$ cat config.mk
export PLATFORM = sky130hd
export DESIGN_NAME = fan_duty_curve_controller
export DESIGN_NICKNAME = d
export VERILOG_FILES = /design/src/hdl/fdc_pkg.sv /design/src/hdl/fdc_div.sv /design/src/hdl/fan_duty_curve_controller.sv
export SDC_FILE = /design/constraint.sdc
export NUM_CORES = 1
export LEC_CHECK = 0
export BUFFER_PORTS_ARGS = -buffer_cell sky130_fd_sc_hd__buf_2
export CORE_UTILIZATION = 55
export CTS_CLUSTER_SIZE = 16
export DETAILED_ROUTE_END_ITERATION = 16
export PLACE_DENSITY_LB_ADDON = 0.3
export RECOVER_POWER = 25
export SYNTH_ARGS = -nofsm -noshare
export SYNTH_HDL_FRONTEND = slang
export SYNTH_SLANG_ARGS = --single-unit
$ cat constraint.sdc
create_clock -name aclk -period 21.1 [get_ports aclk]
set_input_delay 3.165 -clock aclk [delete_from_list [all_inputs] [get_ports aclk]]
set_output_delay 3.165 -clock aclk [all_outputs]
set_load 0.01 [all_outputs]
$ cat src/hdl/fdc_pkg.sv
// Shared constants, types and helpers for the fan duty curve controller.
// Used by fdc_div and fan_duty_curve_controller; depends on nothing.
`timescale 1ns / 1ps
`default_nettype none

package fdc_pkg;

    // Trip table size and index width.
    localparam int TRIP_POINTS = 4;
    localparam int TRIP_IDX_W  = (TRIP_POINTS > 1) ? $clog2(TRIP_POINTS) : 1;

    // Field widths.
    localparam int TEMP_W   = 8;
    localparam int SPEED_W  = 7;
    localparam int DIR_W    = 2;
    localparam int DUTY_W   = 7;
    localparam int BYTE_W   = 8;
    localparam int RES_W    = 10;
    localparam int CFG_W    = 32;
    localparam int CFG_IDX_W = 3;

    // Stream payload widths, padded to whole bytes.
    localparam int S_TDATA_W = 24;
    localparam int M_TDATA_W = 8;

    // Interpolation divider sizes: 16-bit product over an 8-bit span.
    localparam int NUM_W     = 16;
    localparam int SPAN_W    = 8;
    localparam int DIV_CNT_W = $clog2(NUM_W);

    // Curve constants.
    localparam logic [TEMP_W-1:0] FALLBACK_LOW_TEMP = 8'd30;
    localparam logic [RES_W-1:0]  DUTY_FULL         = 10'd100;

    // Configuration register indexes.
    localparam logic [CFG_IDX_W-1:0] REG_CTRL_MODE    = 3'd0;
    localparam logic [CFG_IDX_W-1:0] REG_CURVE_KIND   = 3'd1;
    localparam logic [CFG_IDX_W-1:0] REG_TRIP_COUNT   = 3'd2;
    localparam logic [CFG_IDX_W-1:0] REG_TRIP_TEMPS   = 3'd3;
    localparam logic [CFG_IDX_W-1:0] REG_TRIP_HYST    = 3'd4;
    localparam logic [CFG_IDX_W-1:0] REG_TRIP_DUTIES  = 3'd5;
    localparam logic [CFG_IDX_W-1:0] REG_DUTY_LIMITS  = 3'd6;
    localparam logic [CFG_IDX_W-1:0] REG_LINEAR_TEMPS = 3'd7;

    // Control modes and curve kinds.
    localparam logic [1:0] MODE_AUTO    = 2'd2;
    localparam logic [1:0] CURVE_TRIP   = 2'd0;
    localparam logic [1:0] CURVE_LINEAR = 2'd1;
    localparam logic [1:0] CURVE_DEFAULT = 2'd2;

    // Request kinds.
    localparam logic REQ_TICK  = 1'b0;
    localparam logic REQ_SPEED = 1'b1;

    // Divider status returned to the sequencer.
    typedef struct packed {
        logic              done;
        logic [NUM_W-1:0]  quotient;
    } fdc_div_res_t;

    // Byte i of a packed 32-bit register; entries past the register read as zero.
    function automatic logic [BYTE_W-1:0] trip_byte(input logic [CFG_W-1:0] r,
                                                    input logic [TRIP_IDX_W-1:0] i);
        logic [CFG_W-1:0] sh;
        sh = r >> {i, 3'b000};
        return sh[BYTE_W-1:0];
    endfunction

endpackage

`default_nettype wire

$ cat src/hdl/fdc_div.sv
// Restoring divider, one quotient bit per cycle, for the linear ramp.
// Depends on fdc_pkg for widths and the result struct.
`timescale 1ns / 1ps
`default_nettype none

module fdc_div (
    input  wire logic                        aclk,
    input  wire logic                        aresetn,
    input  wire logic                        start,
    input  wire logic [fdc_pkg::NUM_W-1:0]   dividend,
    input  wire logic [fdc_pkg::SPAN_W-1:0]  divisor,
    output fdc_pkg::fdc_div_res_t            res
);

    logic                           busy_reg, busy_next;
    logic                           done_reg, done_next;
    logic [fdc_pkg::DIV_CNT_W-1:0]  cnt_reg, cnt_next;
    logic [fdc_pkg::SPAN_W-1:0]     rem_reg, rem_next;
    logic [fdc_pkg::SPAN_W-1:0]     dvs_reg, dvs_next;
    logic [fdc_pkg::NUM_W-1:0]      quo_reg, quo_next;
    logic [fdc_pkg::SPAN_W:0]       trial;
    logic [fdc_pkg::SPAN_W:0]       trial_diff;

    // Shift in the next dividend bit and try the subtraction.
    assign trial      = {rem_reg, quo_reg[fdc_pkg::NUM_W-1]};
    assign trial_diff = trial - {1'b0, dvs_reg};

    always_comb begin
        busy_next = busy_reg;
        done_next = 1'b0;
        cnt_next  = cnt_reg;
        rem_next  = rem_reg;
        dvs_next  = dvs_reg;
        quo_next  = quo_reg;
        if (start) begin
            busy_next = 1'b1;
            cnt_next  = '0;
            rem_next  = '0;
            dvs_next  = divisor;
            quo_next  = dividend;
        end else if (busy_reg) begin
            if (trial >= {1'b0, dvs_reg}) begin
                rem_next = trial_diff[fdc_pkg::SPAN_W-1:0];
                quo_next = {quo_reg[fdc_pkg::NUM_W-2:0], 1'b1};
            end else begin
                rem_next = trial[fdc_pkg::SPAN_W-1:0];
                quo_next = {quo_reg[fdc_pkg::NUM_W-2:0], 1'b0};
            end
            cnt_next = cnt_reg + 1'b1;
            if (cnt_reg == fdc_pkg::DIV_CNT_W'(fdc_pkg::NUM_W - 1)) begin
                busy_next = 1'b0;
                done_next = 1'b1;
            end
        end
    end

    // Control state is reset; the datapath is not.
    always_ff @(posedge aclk) begin
        if (!aresetn) begin
            busy_reg <= 1'b0;
            done_reg <= 1'b0;
            cnt_reg  <= '0;
        end else begin
            busy_reg <= busy_next;
            done_reg <= done_next;
            cnt_reg  <= cnt_next;
        end
        rem_reg <= rem_next;
        dvs_reg <= dvs_next;
        quo_reg <= quo_next;
    end

    assign res.done     = done_reg;
    assign res.quotient = quo_reg;

`ifndef SYNTH
    // A finished division always follows a busy cycle.
    a_done_after_busy: assert property (@(posedge aclk) disable iff (!aresetn)
        done_reg |-> $past(busy_reg))
        else $error("divider done without a preceding busy cycle");

    // The sequencer never restarts a division in flight.
    a_no_restart: assert property (@(posedge aclk) disable iff (!aresetn)
        start |-> !busy_reg)
        else $error("divider started while busy");

    // The final remainder stays below the divisor.
    a_rem_bound: assert property (@(posedge aclk) disable iff (!aresetn)
        done_reg |-> (rem_reg < dvs_reg))
        else $error("divider remainder not below divisor");
`endif

endmodule

`default_nettype wire

$ cat src/hdl/fan_duty_curve_controller.sv
// Fan duty curve controller: trip table with hysteresis, linear ramp and default speed.
// Depends on fdc_pkg and instantiates the fdc_div interpolation divider.
`timescale 1ns / 1ps
`default_nettype none

// One request is taken at a time. A rejected speed request finishes in the cycle it is
// accepted and gives no result. A request that needs no division passes through the
// evaluate and hand-off states before its result is loaded into the output register. A
// ramp request that interpolates also passes through the divide state, where the 16-step
// restoring divider one-bit-per-cycle divides the product of temperature offset and duty
// range by the temperature span. In both cases the input opens again in the same cycle
// that the result is loaded. A new request is taken while the previous result is still
// waiting on the output register; the next result then waits in the sequencer, with the
// input closed, until the receiver takes the older one.
module fan_duty_curve_controller (
    input  wire logic                              aclk,
    input  wire logic                              aresetn,
    // Request channel.
    input  wire logic                              s_tvalid,
    output      logic                              s_tready,
    // s_tdata: temperature [7:0], fan_speed [14:8], direction [16:15], zero pad.
    input  wire logic [fdc_pkg::S_TDATA_W-1:0]     s_tdata,
    // s_tuser: req_type.
    input  wire logic                              s_tuser,
    // Result channel.
    output      logic                              m_tvalid,
    input  wire logic                              m_tready,
    // m_tdata: duty_pct [6:0], rearm_poll [7].
    output      logic [fdc_pkg::M_TDATA_W-1:0]     m_tdata,
    // m_tuser: duty_valid.
    output      logic                              m_tuser,
    // Configuration write port.
    input  wire logic                              cfg_we,
    input  wire logic [fdc_pkg::CFG_IDX_W-1:0]     cfg_index,
    input  wire logic [fdc_pkg::CFG_W-1:0]         cfg_data
);

    localparam logic [1:0] ST_IDLE = 2'd0;
    localparam logic [1:0] ST_EVAL = 2'd1;
    localparam logic [1:0] ST_DIV  = 2'd2;
    localparam logic [1:0] ST_DONE = 2'd3;

    // Configuration registers.
    logic [1:0]                   ctrl_mode_reg;
    logic [1:0]                   curve_kind_reg;
    logic [2:0]                   trip_count_reg;
    logic [fdc_pkg::CFG_W-1:0]    trip_temps_reg;
    logic [fdc_pkg::CFG_W-1:0]    trip_hyst_reg;
    logic [fdc_pkg::CFG_W-1:0]    trip_duties_reg;
    logic [15:0]                  duty_limits_reg;
    logic [23:0]                  linear_temps_reg;

    // Sequencer and item state.
    logic [1:0]                      state_reg, state_next;
    logic [fdc_pkg::TEMP_W-1:0]      temp_reg, temp_next;
    logic [fdc_pkg::SPEED_W-1:0]     dspeed_reg, dspeed_next;
    logic                            held_valid_reg, held_valid_next;
    logic [fdc_pkg::TRIP_IDX_W-1:0]  held_trip_reg, held_trip_next;
    logic signed [fdc_pkg::RES_W-1:0] res_duty_reg, res_duty_next;
    logic                            res_valid_reg, res_valid_next;
    logic                            res_poll_reg, res_poll_next;
    logic                            neg_reg, neg_next;

    // Output register.
    logic                            m_tvalid_reg, m_tvalid_next;
    logic [fdc_pkg::DUTY_W-1:0]      m_duty_reg, m_duty_next;
    logic                            m_dvalid_reg, m_dvalid_next;
    logic                            m_poll_reg, m_poll_next;

    // Request fields.
    logic [fdc_pkg::TEMP_W-1:0]   in_temp;
    logic [fdc_pkg::SPEED_W-1:0]  in_speed;
    logic [fdc_pkg::DIR_W-1:0]    in_dir;
    logic                         in_accept;
    logic                         speed_ok;

    // Trip search.
    logic [2:0]                      trip_n;
    logic                            trip_found;
    logic [fdc_pkg::TRIP_IDX_W-1:0]  trip_pick;
    logic [fdc_pkg::BYTE_W-1:0]      hold_temp;
    logic [fdc_pkg::BYTE_W-1:0]      hold_hyst;

    // Ramp evaluation.
    logic [fdc_pkg::BYTE_W-1:0]   dmin;
    logic [fdc_pkg::BYTE_W-1:0]   dmax;
    logic [fdc_pkg::TEMP_W-1:0]   ramp_lo;
    logic [fdc_pkg::TEMP_W-1:0]   ramp_hi;
    logic [fdc_pkg::BYTE_W-1:0]   duty_mag;
    logic [fdc_pkg::NUM_W-1:0]    ramp_num;
    logic [fdc_pkg::SPAN_W-1:0]   ramp_span;
    logic                         div_start;
    fdc_pkg::fdc_div_res_t        div_res;
    logic [fdc_pkg::BYTE_W-1:0]   quo_low;

    assign in_temp   = s_tdata[7:0];
    assign in_speed  = s_tdata[14:8];
    assign in_dir    = s_tdata[16:15];
    assign s_tready  = (state_reg == ST_IDLE);
    assign in_accept = s_tvalid && s_tready;

    // Direction 0 forces, negative lowers only, positive raises only.
    assign speed_ok = (in_dir == 2'b00) ||
                      (in_dir[1] && (in_speed < dspeed_reg)) ||
                      ((in_dir == 2'b01) && (in_speed > dspeed_reg));

    assign dmin = duty_limits_reg[7:0];
    assign dmax = duty_limits_reg[15:8];

    // Configuration writes.
    always_ff @(posedge aclk) begin
        if (!aresetn) begin
            ctrl_mode_reg    <= '0;
            curve_kind_reg   <= '0;
            trip_count_reg   <= '0;
            trip_temps_reg   <= '0;
            trip_hyst_reg    <= '0;
            trip_duties_reg  <= '0;
            duty_limits_reg  <= 16'h6400;
            linear_temps_reg <= '0;
        end else if (cfg_we) begin
            case (cfg_index)
                fdc_pkg::REG_CTRL_MODE:    ctrl_mode_reg    <= cfg_data[1:0];
                fdc_pkg::REG_CURVE_KIND:   curve_kind_reg   <= cfg_data[1:0];
                fdc_pkg::REG_TRIP_COUNT:   trip_count_reg   <= cfg_data[2:0];
                fdc_pkg::REG_TRIP_TEMPS:   trip_temps_reg   <= cfg_data;
                fdc_pkg::REG_TRIP_HYST:    trip_hyst_reg    <= cfg_data;
                fdc_pkg::REG_TRIP_DUTIES:  trip_duties_reg  <= cfg_data;
                fdc_pkg::REG_DUTY_LIMITS:  duty_limits_reg  <= cfg_data[15:0];
                fdc_pkg::REG_LINEAR_TEMPS: linear_temps_reg <= cfg_data[23:0];
                default: ;
            endcase
        end
    end

    // Last trip point at or below the sample, overridden by the held trip inside its band.
    always_comb begin
        trip_n     = (32'(trip_count_reg) > fdc_pkg::TRIP_POINTS) ?
                     3'(fdc_pkg::TRIP_POINTS) : trip_count_reg;
        trip_found = 1'b0;
        trip_pick  = '0;
        for (int i = 0; i < fdc_pkg::TRIP_POINTS; i++) begin
            if ((i < int'(trip_n)) &&
                (temp_reg >= fdc_pkg::trip_byte(trip_temps_reg,
                                                fdc_pkg::TRIP_IDX_W'(i)))) begin
                trip_found = 1'b1;
                trip_pick  = fdc_pkg::TRIP_IDX_W'(i);
            end
        end
        hold_temp = fdc_pkg::trip_byte(trip_temps_reg, held_trip_reg);
        hold_hyst = fdc_pkg::trip_byte(trip_hyst_reg, held_trip_reg);
        if (held_valid_reg && (temp_reg <= hold_temp) &&
            (({1'b0, temp_reg} + {1'b0, hold_hyst}) > {1'b0, hold_temp})) begin
            trip_found = 1'b1;
            trip_pick  = held_trip_reg;
        end
    end

    // Ramp endpoints, duty range magnitude and the interpolation product.
    always_comb begin
        if (curve_kind_reg == fdc_pkg::CURVE_LINEAR) begin
            ramp_lo = linear_temps_reg[7:0];
            ramp_hi = linear_temps_reg[15:8];
        end else begin
            ramp_lo = fdc_pkg::FALLBACK_LOW_TEMP;
            ramp_hi = linear_temps_reg[23:16];
        end
        duty_mag  = (dmax < dmin) ? (dmin - dmax) : (dmax - dmin);
        ramp_num  = {8'd0, temp_reg - ramp_lo} * {8'd0, duty_mag};
        ramp_span = ramp_hi - ramp_lo;
    end

    assign quo_low = div_res.quotient[fdc_pkg::BYTE_W-1:0];

    // Sequencer: accept, evaluate, divide when interpolating, then hand off the result.
    always_comb begin
        state_next      = state_reg;
        temp_next       = temp_reg;
        dspeed_next     = dspeed_reg;
        held_valid_next = held_valid_reg;
        held_trip_next  = held_trip_reg;
        res_duty_next   = res_duty_reg;
        res_valid_next  = res_valid_reg;
        res_poll_next   = res_poll_reg;
        neg_next        = neg_reg;
        div_start       = 1'b0;
        m_tvalid_next   = m_tvalid_reg && !m_tready;
        m_duty_next     = m_duty_reg;
        m_dvalid_next   = m_dvalid_reg;
        m_poll_next     = m_poll_reg;

        case (state_reg)
            ST_IDLE: begin
                if (in_accept) begin
                    temp_next = in_temp;
                    if (s_tuser == fdc_pkg::REQ_TICK) begin
                        state_next = ST_EVAL;
                    end else if (speed_ok) begin
                        dspeed_next = in_speed;
                        state_next  = ST_EVAL;
                    end
                end
            end
            ST_EVAL: begin
                res_valid_next = 1'b0;
                res_poll_next  = 1'b0;
                res_duty_next  = '0;
                neg_next       = dmax < dmin;
                state_next     = ST_DONE;
                if (ctrl_mode_reg == fdc_pkg::MODE_AUTO) begin
                    res_poll_next = 1'b1;
                    case (curve_kind_reg)
                        fdc_pkg::CURVE_TRIP: begin
                            res_valid_next  = 1'b1;
                            held_valid_next = trip_found;
                            held_trip_next  = trip_found ? trip_pick : '0;
                            res_duty_next   = trip_found ?
                                $signed({2'b00, fdc_pkg::trip_byte(trip_duties_reg,
                                                                   trip_pick)}) : '0;
                        end
                        fdc_pkg::CURVE_LINEAR, fdc_pkg::CURVE_DEFAULT: begin
                            res_valid_next = 1'b1;
                            if ((curve_kind_reg == fdc_pkg::CURVE_DEFAULT) &&
                                (dspeed_reg != '0)) begin
                                res_poll_next = 1'b0;
                                res_duty_next = $signed({3'b000, dspeed_reg});
                            end else if (temp_reg < ramp_lo) begin
                                res_duty_next = $signed({2'b00, dmin});
                            end else if (temp_reg > ramp_hi) begin
                                res_duty_next = $signed({2'b00, dmax});
                            end else if (ramp_hi <= ramp_lo) begin
                                res_duty_next = $signed({2'b00, dmin});
                            end else begin
                                div_start  = 1'b1;
                                state_next = ST_DIV;
                            end
                        end
                        default: ;
                    endcase
                end
            end
            ST_DIV: begin
                if (div_res.done) begin
                    // The quotient never exceeds the duty range, so its low byte is exact.
                    res_duty_next = neg_reg ?
                        $signed({2'b00, dmin} - {2'b00, quo_low}) :
                        $signed({2'b00, dmin} + {2'b00, quo_low});
                    state_next = ST_DONE;
                end
            end
            ST_DONE: begin
                if (!m_tvalid_reg || m_tready) begin
                    m_tvalid_next = 1'b1;
                    m_dvalid_next = res_valid_reg;
                    m_poll_next   = res_poll_reg;
                    if (!res_valid_reg || res_duty_reg[fdc_pkg::RES_W-1]) begin
                        m_duty_next = '0;
                    end else if ($unsigned(res_duty_reg) > fdc_pkg::DUTY_FULL) begin
                        m_duty_next = fdc_pkg::DUTY_FULL[fdc_pkg::DUTY_W-1:0];
                    end else begin
                        m_duty_next = res_duty_reg[fdc_pkg::DUTY_W-1:0];
                    end
                    state_next = ST_IDLE;
                end
            end
            default: state_next = ST_IDLE;
        endcase
    end

    // Sequencer and output registers.
    always_ff @(posedge aclk) begin
        if (!aresetn) begin
            state_reg      <= ST_IDLE;
            dspeed_reg     <= '0;
            held_valid_reg <= 1'b0;
            held_trip_reg  <= '0;
            m_tvalid_reg   <= 1'b0;
        end else begin
            state_reg      <= state_next;
            dspeed_reg     <= dspeed_next;
            held_valid_reg <= held_valid_next;
            held_trip_reg  <= held_trip_next;
            m_tvalid_reg   <= m_tvalid_next;
        end
        temp_reg      <= temp_next;
        res_duty_reg  <= res_duty_next;
        res_valid_reg <= res_valid_next;
        res_poll_reg  <= res_poll_next;
        neg_reg       <= neg_next;
        m_duty_reg    <= m_duty_next;
        m_dvalid_reg  <= m_dvalid_next;
        m_poll_reg    <= m_poll_next;
    end

    // Interpolation divider for the linear and default ramps.
    fdc_div u_div (
        .aclk     (aclk),
        .aresetn  (aresetn),
        .start    (div_start),
        .dividend (ramp_num),
        .divisor  (ramp_span),
        .res      (div_res)
    );

    assign m_tvalid = m_tvalid_reg;
    assign m_tuser  = m_dvalid_reg;
    assign m_tdata  = {m_poll_reg, m_duty_reg};

`ifndef SYNTH
    // A result without a duty carries a zero duty.
    a_zero_duty: assert property (@(posedge aclk) disable iff (!aresetn)
        (m_tvalid_reg && !m_dvalid_reg) |-> (m_duty_reg == '0))
        else $error("duty not zero on a result without duty");

    // The duty is saturated to full scale.
    a_duty_sat: assert property (@(posedge aclk) disable iff (!aresetn)
        m_tvalid_reg |-> (m_duty_reg <= fdc_pkg::DUTY_FULL[fdc_pkg::DUTY_W-1:0]))
        else $error("duty above full scale");

    // A new result appears only on leaving the hand-off state.
    a_result_source: assert property (@(posedge aclk) disable iff (!aresetn)
        $rose(m_tvalid_reg) |-> ($past(state_reg) == ST_DONE))
        else $error("result raised outside the hand-off state");
`endif

endmodule

`default_nettype wire
Word-level counts from Yosys, hierarchy flattened
Index checks and enable logic that the tools add are counted.
{"block": "word_totals", "reg_bits": 224, "output_inout_bits": 11, "input_bits": 65, "word_cells": 182}
{"block": "classes", "n_eq_ne": 19, "n_lt_le_gt_ge": 19, "add_sub_neg": 9, "n_reduce_logical": 44, "mux": 57, "multipliers": 1, "bitwise": 2, "n_shift": 3}
{"operator": "$shr A32 B5 Y8", "count": 3}
{"operator": "$mux W8", "count": 10}
{"operator": "$sub A8 B8 Y8", "count": 5}
{"operator": "$ge A8 B8 Y1", "count": 4}
{"operator": "$mux W16", "count": 2}
{"operator": "$mux W1", "count": 29}
{"operator": "$reduce_and A2 Y1", "count": 11}
{"operator": "$mux W10", "count": 2}
{"operator": "$pmux W10 S2", "count": 1}
{"operator": "$add A8 B8 Y9", "count": 2}
{"operator": "$mux W2", "count": 9}
{"operator": "$le A8 B8 Y1", "count": 2}
{"operator": "$lt A8 B8 Y1", "count": 2}
{"operator": "$mul A8 B8 Y16", "count": 1}
{"operator": "$pmux W8 S2", "count": 1}
{"operator": "$eq A3 B3 Y1 const B", "count": 4}
{"operator": "$logic_and A1 B1 Y1", "count": 11}
{"operator": "$gt A10 B7 Y1 const B", "count": 1}
{"operator": "$ge A9 B8 Y1", "count": 1}
{"operator": "$gt A9 B8 Y1", "count": 1}
{"operator": "$sub A8 B8 Y9", "count": 1}
{"operator": "$eq A2 B2 Y1 const B", "count": 4}
{"operator": "$gt A8 B8 Y1", "count": 1}
{"operator": "$pmux W2 S4", "count": 1}
{"operator": "26 further kinds", "count": 45}

Logic depth before layout (Yosys ltp)
Gate-level depths: netlist (run 1).
{"block": "logic_depth", "depth_word": 13, "ltp_mapped": 30, "ltp_nobuf": 30}

Hierarchy
A second synthesis (run 1) with hierarchy kept.
{"block": "unflattened", "cells_unflattened": 1793, "hier_area_um2": 15762.6}
{"module": "fan_duty_curve_controller", "seq_area_each_um2": 4023.9, "n_inst": 1, "area_each_um2": 13788.2, "cells_each": 1615}
{"module": "fdc_div", "seq_area_each_um2": 1001.0, "n_inst": 1, "area_each_um2": 1974.4, "cells_each": 178}

Worst setup path after synthesis (run 1)
No wires, ideal clock.
{"block": "synth_timing", "path_type": "register to register", "startpoint": "register duty_limits_reg[1]", "endpoint": "register u_div.quo_reg[15] in the netlist's numbering (data pin)", "slack_ns": 14.237, "synth_period_minus_slack_ns": 6.863, "n_path_buf": 0, "setup_time_ns": 0.268, "stages_incl_launch_ff": 28, "arrival_ns": 6.595, "t_required_ns": 20.832, "cell_sequence": "dfxtp_1 inv_1 fa_1 a21o_1 a21oi_2 o21a_4 nor2_8 inv_4 mux2_4 a311o_1 nor2b_4 xor2_4 or2_1 fa_1 fa_1 inv_1 fa_1 inv_1 fa_1 inv_1 ha_1 a21boi_0 o21ai_0 a21oi_1 a41o_1 o41a_1 xnor2_1 a21oi_1"}
{"block": "synth_via", "elab_chain_cells": 4, "elab_cells_between_ends": 6, "cone_classes": "add/sub (2); mul (1); order compare (1); mux (2)"}
{"item": "start: declaration", "line_no": "fan_duty_curve_controller.sv:50", "rtl": "logic [15:0] duty_limits_reg;"}
{"item": "start signal: assignment", "line_no": "fan_duty_curve_controller.sv:129", "rtl": "fdc_pkg::REG_DUTY_LIMITS: duty_limits_reg <= cfg_data[15:0];"}
{"item": "$sub A8 B8 Y8 / $lt A8 B8 Y1 (equally long branches)", "line_no": "fan_duty_curve_controller.sv:168", "rtl": "duty_mag = (dmax < dmin) ? (dmin - dmax) : (dmax - dmin);"}
{"item": "$mux W8 *", "line_no": "fan_duty_curve_controller.sv:168"}
{"item": "$mul A8 B8 Y16 *", "line_no": "fan_duty_curve_controller.sv:169", "rtl": "ramp_num = {8'd0, temp_reg - ramp_lo} * {8'd0, duty_mag};"}
{"item": "$mux W16 *", "line_no": "fdc_div.sv:35", "rtl": "if (start) begin"}
{"item": "via u_div.quo_next (one bit)", "line_no": "fdc_div.sv:20", "rtl": "logic [fdc_pkg::NUM_W-1:0] quo_reg, quo_next;"}
{"item": "end signal: assignment", "line_no": "fdc_div.sv:70", "rtl": "quo_reg <= quo_next;"}
{"item": "end: declaration", "line_no": "fdc_div.sv:20"}
The timed path passes the listed nets; every way through them passes the cells marked *.
A chain may end at the register's enable or synchronous reset.

Worst setup path after layout (run 1)
Ends and elaborated chain as after synthesis.

==> results.tsv, run 1 <==
stage	metric	value	unit
run_status	outcome	finished with violations	
run_status	violations	max-capacitance violations, max-slew violations	
yosys	synthCells	1798	
sta	post-route-period-util	36.3	%
final_layout	fin_nets	2110	
sta	fin_tns_setup	0	ns
sta	slew_headroom	-27.9	%
sta	worstMarginPinSlew	1.92	ns
yosys	synth_edf_count	54	
grt	grt_usage	27.7	%
sta	finalCriticalPeriod	7.65	ns
grt	use_met3	3.59	%
final_layout	areaGrowthSynthToFinish	9.33	%
sta	fmax	131	MHz
worst_setup_path	path_class	flip-flop to flip-flop	
floorplan	die-area	29100	µm²
sta	fin_skew	0.0121	ns
power	power.leakage	6.98	nW
worst_setup_path	timing.rr.end	u_div.quo_reg[15]	
power	comb_power_share	47.2	%
yosys	postSynth.asyncResetShare	0	%
clock_network	tritoncts	yes	
worst_setup_path	crit_path_end	u_div.quo_reg[15]	
final_layout	multiInputGateArea	9710	µm²
floorplan	die_w	171	µm
drt	routed_wl	39.5	mm
placement	place_hpwl	29.2	mm
grt	grt_pass1_vias	12117	
power	switchingPower	0.682	mW
drt	drtAntennaViolNets	0	
final_layout	drive_gt1_share	9.14	%
drt	drt_iter0_drc	855	
run	maxCapViolCount	1	
grt	use_met2	47.3	%
min_path	min_from	linear_temps_reg[15]	
worst_setup_path	cp_max_fo	8	
drt	first_pass_iters	5	
clock_network	hold_buffers	0	
yosys	synthesis.nets	2077	
floorplan	die_y	171	µm
yosys	ys_warn_count	0	
grt	use_met1	35.8	%
worst_setup_path	worst_ep_required_time	21.35	ns
sta	timing.final.setup_violations	0	
grt	antenna_found_initial	0	
clock_network	clock_latency	0.53	ns
worst_setup_path	start_kind	flip-flop	
yosys	synth.distinct_cells	81	
yosys	avgSynthCellArea	8.71	µm²
worst_setup_path	reg2reg_depth	26	
clock_network	post_cts_resize_count	0	
worst_setup_path	worstPathArrival	7.90	ns
drt	drc	0	
placement	numPortBuffers	68	
clock_network	h-tree-depth	1	
clock_network	clockRootBuffer	clkbuf_16	
yosys	yosysSeqAreaShare	32.1	%
power	pwr-share-clk	25.0	%
sta	hold_viol	0	
worst_setup_path	r2r_slack	13.45	ns
floorplan	placementRows	61	
clock_network	clk_pin_slew	0.06	ns
worst_setup_path	end_kind	flip-flop	
clock_network	cts_made_buffers	26	
final_layout	antenna_cells	0	
sta	drv_slew	33	
placement	gp_congestion	0.919	
drt	vias_per_cell	5.66	
yosys	synth_ff_type	dfxtp_1	
final_layout	seq_area	5020	µm²
worst_setup_path	reg2reg_from	duty_limits_reg[1]	
grt	grt_most_used_layer	met2	
clock_network	cts_setup_buffers	0	
final_layout	final_util	61.5	%
power	swShare	37.9	%
clock_network	clk_path_buf_depth	3	
min_path	min_path_type	flip-flop to flip-flop	
yosys	synth_area	15700	µm²
final_layout	fillers	2399	
grt	grt-ovfl-total	0	
drt	vias	12609	
worst_setup_path	crit_start	duty_limits_reg[1]	
power	p_int	1.12	mW
power	pwr_density_cell	105	nW/µm²
grt	grt_max_degree	86	
yosys	ys_ff_latch	224	
clock_network	clock-sinks	224	
floorplan	core	27900	µm²
drt	wl_per_cell	17.7	µm
floorplan	initial_core_util	56.2	%
floorplan	ios	76	
sta	grt_setup_unrepaired	no	
grt	grt_pass1_wl	62.9	mm
power	pwr-share-seq	27.8	%
power	vdd_drop_max	0.0000910	V
-- Yosys cell counts (17+ instances only) --
| library cell | count | area [µm²] |
|---|---|---|
| nor2_1 | 133 | 499 |
| nand3_1 | 20 | 100 |
| clkbuf_1 | 59 | 221 |
| nor2b_1 | 27 | 169 |
| dfxtp_1 | 170 | 3400 |
| nand2_1 | 332 | 1250 |
| a21oi_1 | 57 | 285 |
| o21ai_0 | 62 | 310 |
| nor3_1 | 21 | 105 |
| edfxtp_1 | 54 | 1620 |
| a21boi_0 | 148 | 1110 |
| a21o_1 | 17 | 128 |
| fa_1 | 42 | 841 |
| ha_1 | 172 | 2150 |
| mux2i_1 | 39 | 390 |
| inv_1 | 170 | 638 |
| xnor2_1 | 35 | 307 |
-- power groups by stage --
stage	registers (mW)	clock network (mW)	logic (mW)
3_5_place_dp	0.510	0	0.843
2_1_floorplan	0.496	0	0.673
4_1_cts	0.501	0.455	0.854
3_3_place_gp	0.509	0	0.825
6_report	0.502	0.450	0.849
5_1_grt	0.504	0.473	0.981
-- area by class of cell --
| cell class | count | area share, % |
|---|---|---|
| inverter | 171 | 3.76 |
| timing repair buffer | 76 | 2.34 |
| clock buffer | 41 | 4.73 |
| tap | 378 | 2.76 |
| multi-input combinational | 1332 | 56.7 |
| clock inverter | 5 | 0.314 |
| sequential | 224 | 29.4 |
-- cells in the final DEF (no fill, tap or decap), types with 15 or more instances in the layout --
cell type,Yosys,layout
nand2_1,332,332
a21boi_0,148,148
a21o_1,17,17
mux4_2,16,16
nor2b_1,27,27
o21ai_0,62,62
dfxtp_1,170,170
a211oi_1,16,16
mux2_2,16,15
xnor2_1,35,35
edfxtp_1,54,54
nand3_1,20,20
nor3_1,21,20
clkbuf_16,0,28
mux2i_1,39,39
buf_2,6,65
nor2_1,133,131
inv_1,170,170
fa_1,42,42
ha_1,172,172
a21oi_1,57,58
-- per-stage QoR --
step | hold WS (ns) | area (µm²) | total power, mW | instances | setup slack [ns]
after floorplan | 0.400 | 15700 | 1.17 | 1798 | 14.24
after CTS | 0.464 | 17100 | 1.81 | 2227 | 13.51
after global routing | 0.480 | 17100 | 1.96 | 2227 | 12.88
after detailed placement | 0.456 | 16300 | 1.35 | 2181 | 13.54
after global placement | 0.448 | 16300 | 1.33 | 2181 | 13.62
final | 0.463 | 17100 | 1.80 | 2227 | 13.45
-- cells by family after synthesis --
kind of cell             share of synthesized area [%]
XOR/XNOR                                          2.69
adder cells (fa/ha/maj)                           19.2
flip-flops                                        32.1
AND/OR/NAND/NOR                                   16.8
multiplexers                                      6.26
buffers and inverters                             5.91
AO/OA/AOI/OAI                                     17.0
-- worst max-delay path: stages, from the launching register on --
cell and delay [ns]:
dfxtp_1 0.53, inv_1 0.23, fa_1 0.47, a21o_1 0.17, a21oi_1 0.30, o21a_4 0.22
nor2_8 0.07, inv_4 0.09, mux2_4 0.31, a311o_1 0.43, a211oi_2 0.51, or2_1 0.20
fa_1 0.43, fa_1 0.56, inv_1 0.06, fa_1 0.52, inv_1 0.05, fa_1 0.52
inv_1 0.04, ha_1 0.30, a21boi_0 0.15, o21ai_0 0.21, a21oi_1 0.12, a41o_1 0.28
o41a_1 0.32, xnor2_1 0.16, a21oi_1 0.08
-- metal layers --
metal	wire, µm	share of wire, %
met2	18700	47
met3	2250	5.7
met4	1340	3.4
met1	17200	43
met5	0	0
-- worst min-delay path by stage --
stage	endpoint	slack, ns	depth (start not counted)
6_report	linear_temps_reg[15]	0.46	2
4_1_cts	trip_hyst_reg[16]	0.46	2
2_1_floorplan	m_poll_reg	0.40	0
5_1_grt	trip_duties_reg[29]	0.48	2
3_3_place_gp	trip_hyst_reg[12]	0.45	2
3_5_place_dp	trip_duties_reg[17]	0.46	2
Power figures use the tool's default switching activity.
==> inputs of run 2 (changes only) <==
==> constraint.sdc (replaced) <==
create_clock -name aclk -period 7.55 [get_ports aclk]
set_input_delay 1.1325 -clock aclk [delete_from_list [all_inputs] [get_ports aclk]]
set_output_delay 1.1325 -clock aclk [all_outputs]
set_load 0.01 [all_outputs]
==> run 2 against run 1 <==
The run still ends with max-capacitance violations, max-slew violations left. Non-clock buffer count rose by 21. Via count up 1.1%. Final cell count rose by 1.1%. Clock power rose to 2.9 times the previous value. Sequential share of layout area shrank 0.32 points. Highest routed layer unchanged.
==> results.tsv, run 2 (synthesis gave the netlist of run 1 again) <==
stage	metric	value	unit	change
final_layout	fin_nets	2131		+1.0%
sta	fin_skew	0.0201	ns	+0.00803 ns
worst_setup_path	cp_max_fo	8		unchanged
sta	grt_setup_unrepaired	no		
min_path	min_path_type	flip-flop to flip-flop		
floorplan	initial_core_util	56.2	%	unchanged
drt	dr_wl_met2	18.7	mm	-0.13%
worst_setup_path	end_kind	flip-flop		
power	vdd_drop_max	0.000316	V	+250%
power	pwr_density_cell	295	nW/µm²	+180%
run_status	outcome	finished with violations		
worst_setup_path	start_kind	flip-flop		
clock_network	clockRootBuffer	clkbuf_16		
final_layout	drive_gt1_share	10.7	%	+1.5 points
clock_network	hold_buffers	0		unchanged
sta	drv_slew	33		unchanged
grt	grt_max_degree	85		-1.2%
final_layout	multiInputGateArea	9730	µm²	+0.15%
clock_network	h-tree-depth	1		unchanged
sta	fmax	139	MHz	+6.4%
sta	worst_slack	0.358	ns	-13.09 ns
final_layout	seq_area	5030	µm²	about the same
floorplan	die_w	171	µm	unchanged
worst_setup_path	crit_path_frequent_cell	fa_1		
drt	drtAntennaViolNets	0		unchanged
drt	routed_wl	40.6	mm	+2.8%
placement	place_hpwl	30.2	mm	+3.5%
grt	grt_pass1_vias	12099		-0.15%
sta	fin_tns_setup	0	ns	unchanged
worst_setup_path	worstPathBufferInverterCount	5		unchanged
drt	top_layer	met4		
final_layout	areaGrowthSynthToFinish	10.6	%	
sta	timing.final.setup_violations	0		unchanged
drt	drt_iter0_drc	731		-15%
final_layout	final_area	17300	µm²	+1.1%
sta	post-route-period-util	95.3	%	+59 points
final_layout	fillers	2402		+0.13%
worst_setup_path	worst_ep_required_time	7.84	ns	-13.51 ns
drt	wl_met1	17.3	mm	+0.67%
clock_network	cts_made_buffers	26		unchanged
sta	finalCriticalPeriod	7.19	ns	-0.462 ns
placement	gp_congestion	0.916		-0.39%
floorplan	placementRows	61		unchanged
power	power.leakage	7.10	nW	+1.7%
worst_setup_path	critPathTopFamily	adder cells		
clock_network	clk_pin_slew	0.06	ns	about the same
grt	antenna_found_initial	1		+1
run	maxCapViolCount	1		unchanged
final_layout	mostFrequentLayoutCells	nand2_1 (332), ha_1 (172), inv_1 (170)		
grt	grt_pass1_wl	63.1	mm	+0.36%
final_layout	layout_commonest_cell	nand2_1		
floorplan	ios	76		unchanged
placement	dp_slack	0.204	ns	-13.33 ns
worst_setup_path	critPathSlowestCell	fa_1		
clock_network	clk_path_buf_depth	3		unchanged
drt	vias	12750		+1.1%
floorplan	die_y	171	µm	unchanged
worst_setup_path	slowest_delay	0.55	ns	about the same
placement	numPortBuffers	68		unchanged
final_layout	final_util	62.1	%	+0.69 points
worst_setup_path	worstPathArrival	7.49	ns	-0.41 ns
floorplan	core	27900	µm²	unchanged
floorplan	die-area	29100	µm²	unchanged
worst_setup_path	path_class	flip-flop to flip-flop		
sta	worstMarginPinSlew	1.85	ns	-0.0730 ns
power	power	5.10	mW	+180%
sta	hold_viol	0		unchanged
clock_network	clock-sinks	224		unchanged
run_status	violations	max-capacitance violations, max-slew violations		
drt	first_pass_iters	7		+2
drt	wl_per_cell	18.0	µm	+1.7%
grt	grt-ovfl-total	0		unchanged
drt	drc	0		unchanged
placement	placed_cell_area	16400	µm²	+0.88%
grt	grt_usage	28.0	%	+0.31 points
drt	vias_per_cell	5.66		about the same
clock_network	clock_latency	0.56	ns	+0.03 ns
sta	slew_headroom	-23.0	%	+4.9 points
drt	wl_met3	2.68	mm	+19%
clock_network	tritoncts	yes		
run 2: cell count changes in the layout (fill, tap and decap cells not counted), sizes merged:
cell and change:
clkinv +5, inv +2, clkbuf -7, buf +21
clkinvlp +2, diode +1
run 2: power by group:
group / switching [mW] / internal [mW]
combinational: 1.37 / 1.06
sequential: 0.0667 / 1.32
clock: 0.545 / 0.742
run 2: final timing paths:
check	slack [ns]	from	cells past startpoint	to
hold / removal	0.44	res_poll_reg	0	m_poll_reg
hold reg to reg	0.44	res_poll_reg	0	m_poll_reg
setup / recovery	0.36	duty_limits_reg[0]	28	u_div.quo_reg[15]
setup reg to reg	0.36	duty_limits_reg[0]	28	u_div.quo_reg[15]
run 2: cell type report:
class	instances	share of cell area, %
diodes	1	0.0145
clock buffers	34	4.34
clock inverters	14	0.752
inverters	171	3.72
multi-input cells	1332	56.2
flip-flops and latches	224	29.0
well taps	378	2.73
repair buffers	97	3.21
run 2: timing repair:
item                                   in CTS  in global routing
endpoints found under the hold margin       0                  0
setup buffers                               0                  2
resized for setup                           0                  5
setup endpoints to repair                   0                  2
run 2: metrics by stage:
step / hold slack (ns) / instances
5_1_grt: 0.444 / 2250
3_5_place_dp: 0.430 / 2200
2_1_floorplan: 0.400 / 1798
6_report: 0.443 / 2251
3_3_place_gp: 0.423 / 2200
4_1_cts: 0.443 / 2248
run 2: layer usage:
| metal | global-route usage, % | up-vias |
|---|---|---|
| li1 | - | 6228 |
| met1 | 35.5 | 6025 |
| met2 | 46.5 | 410 |
| met3 | 4.28 | 87 |
| met4 | 13.4 | 0 |
| met5 | 0 | - |
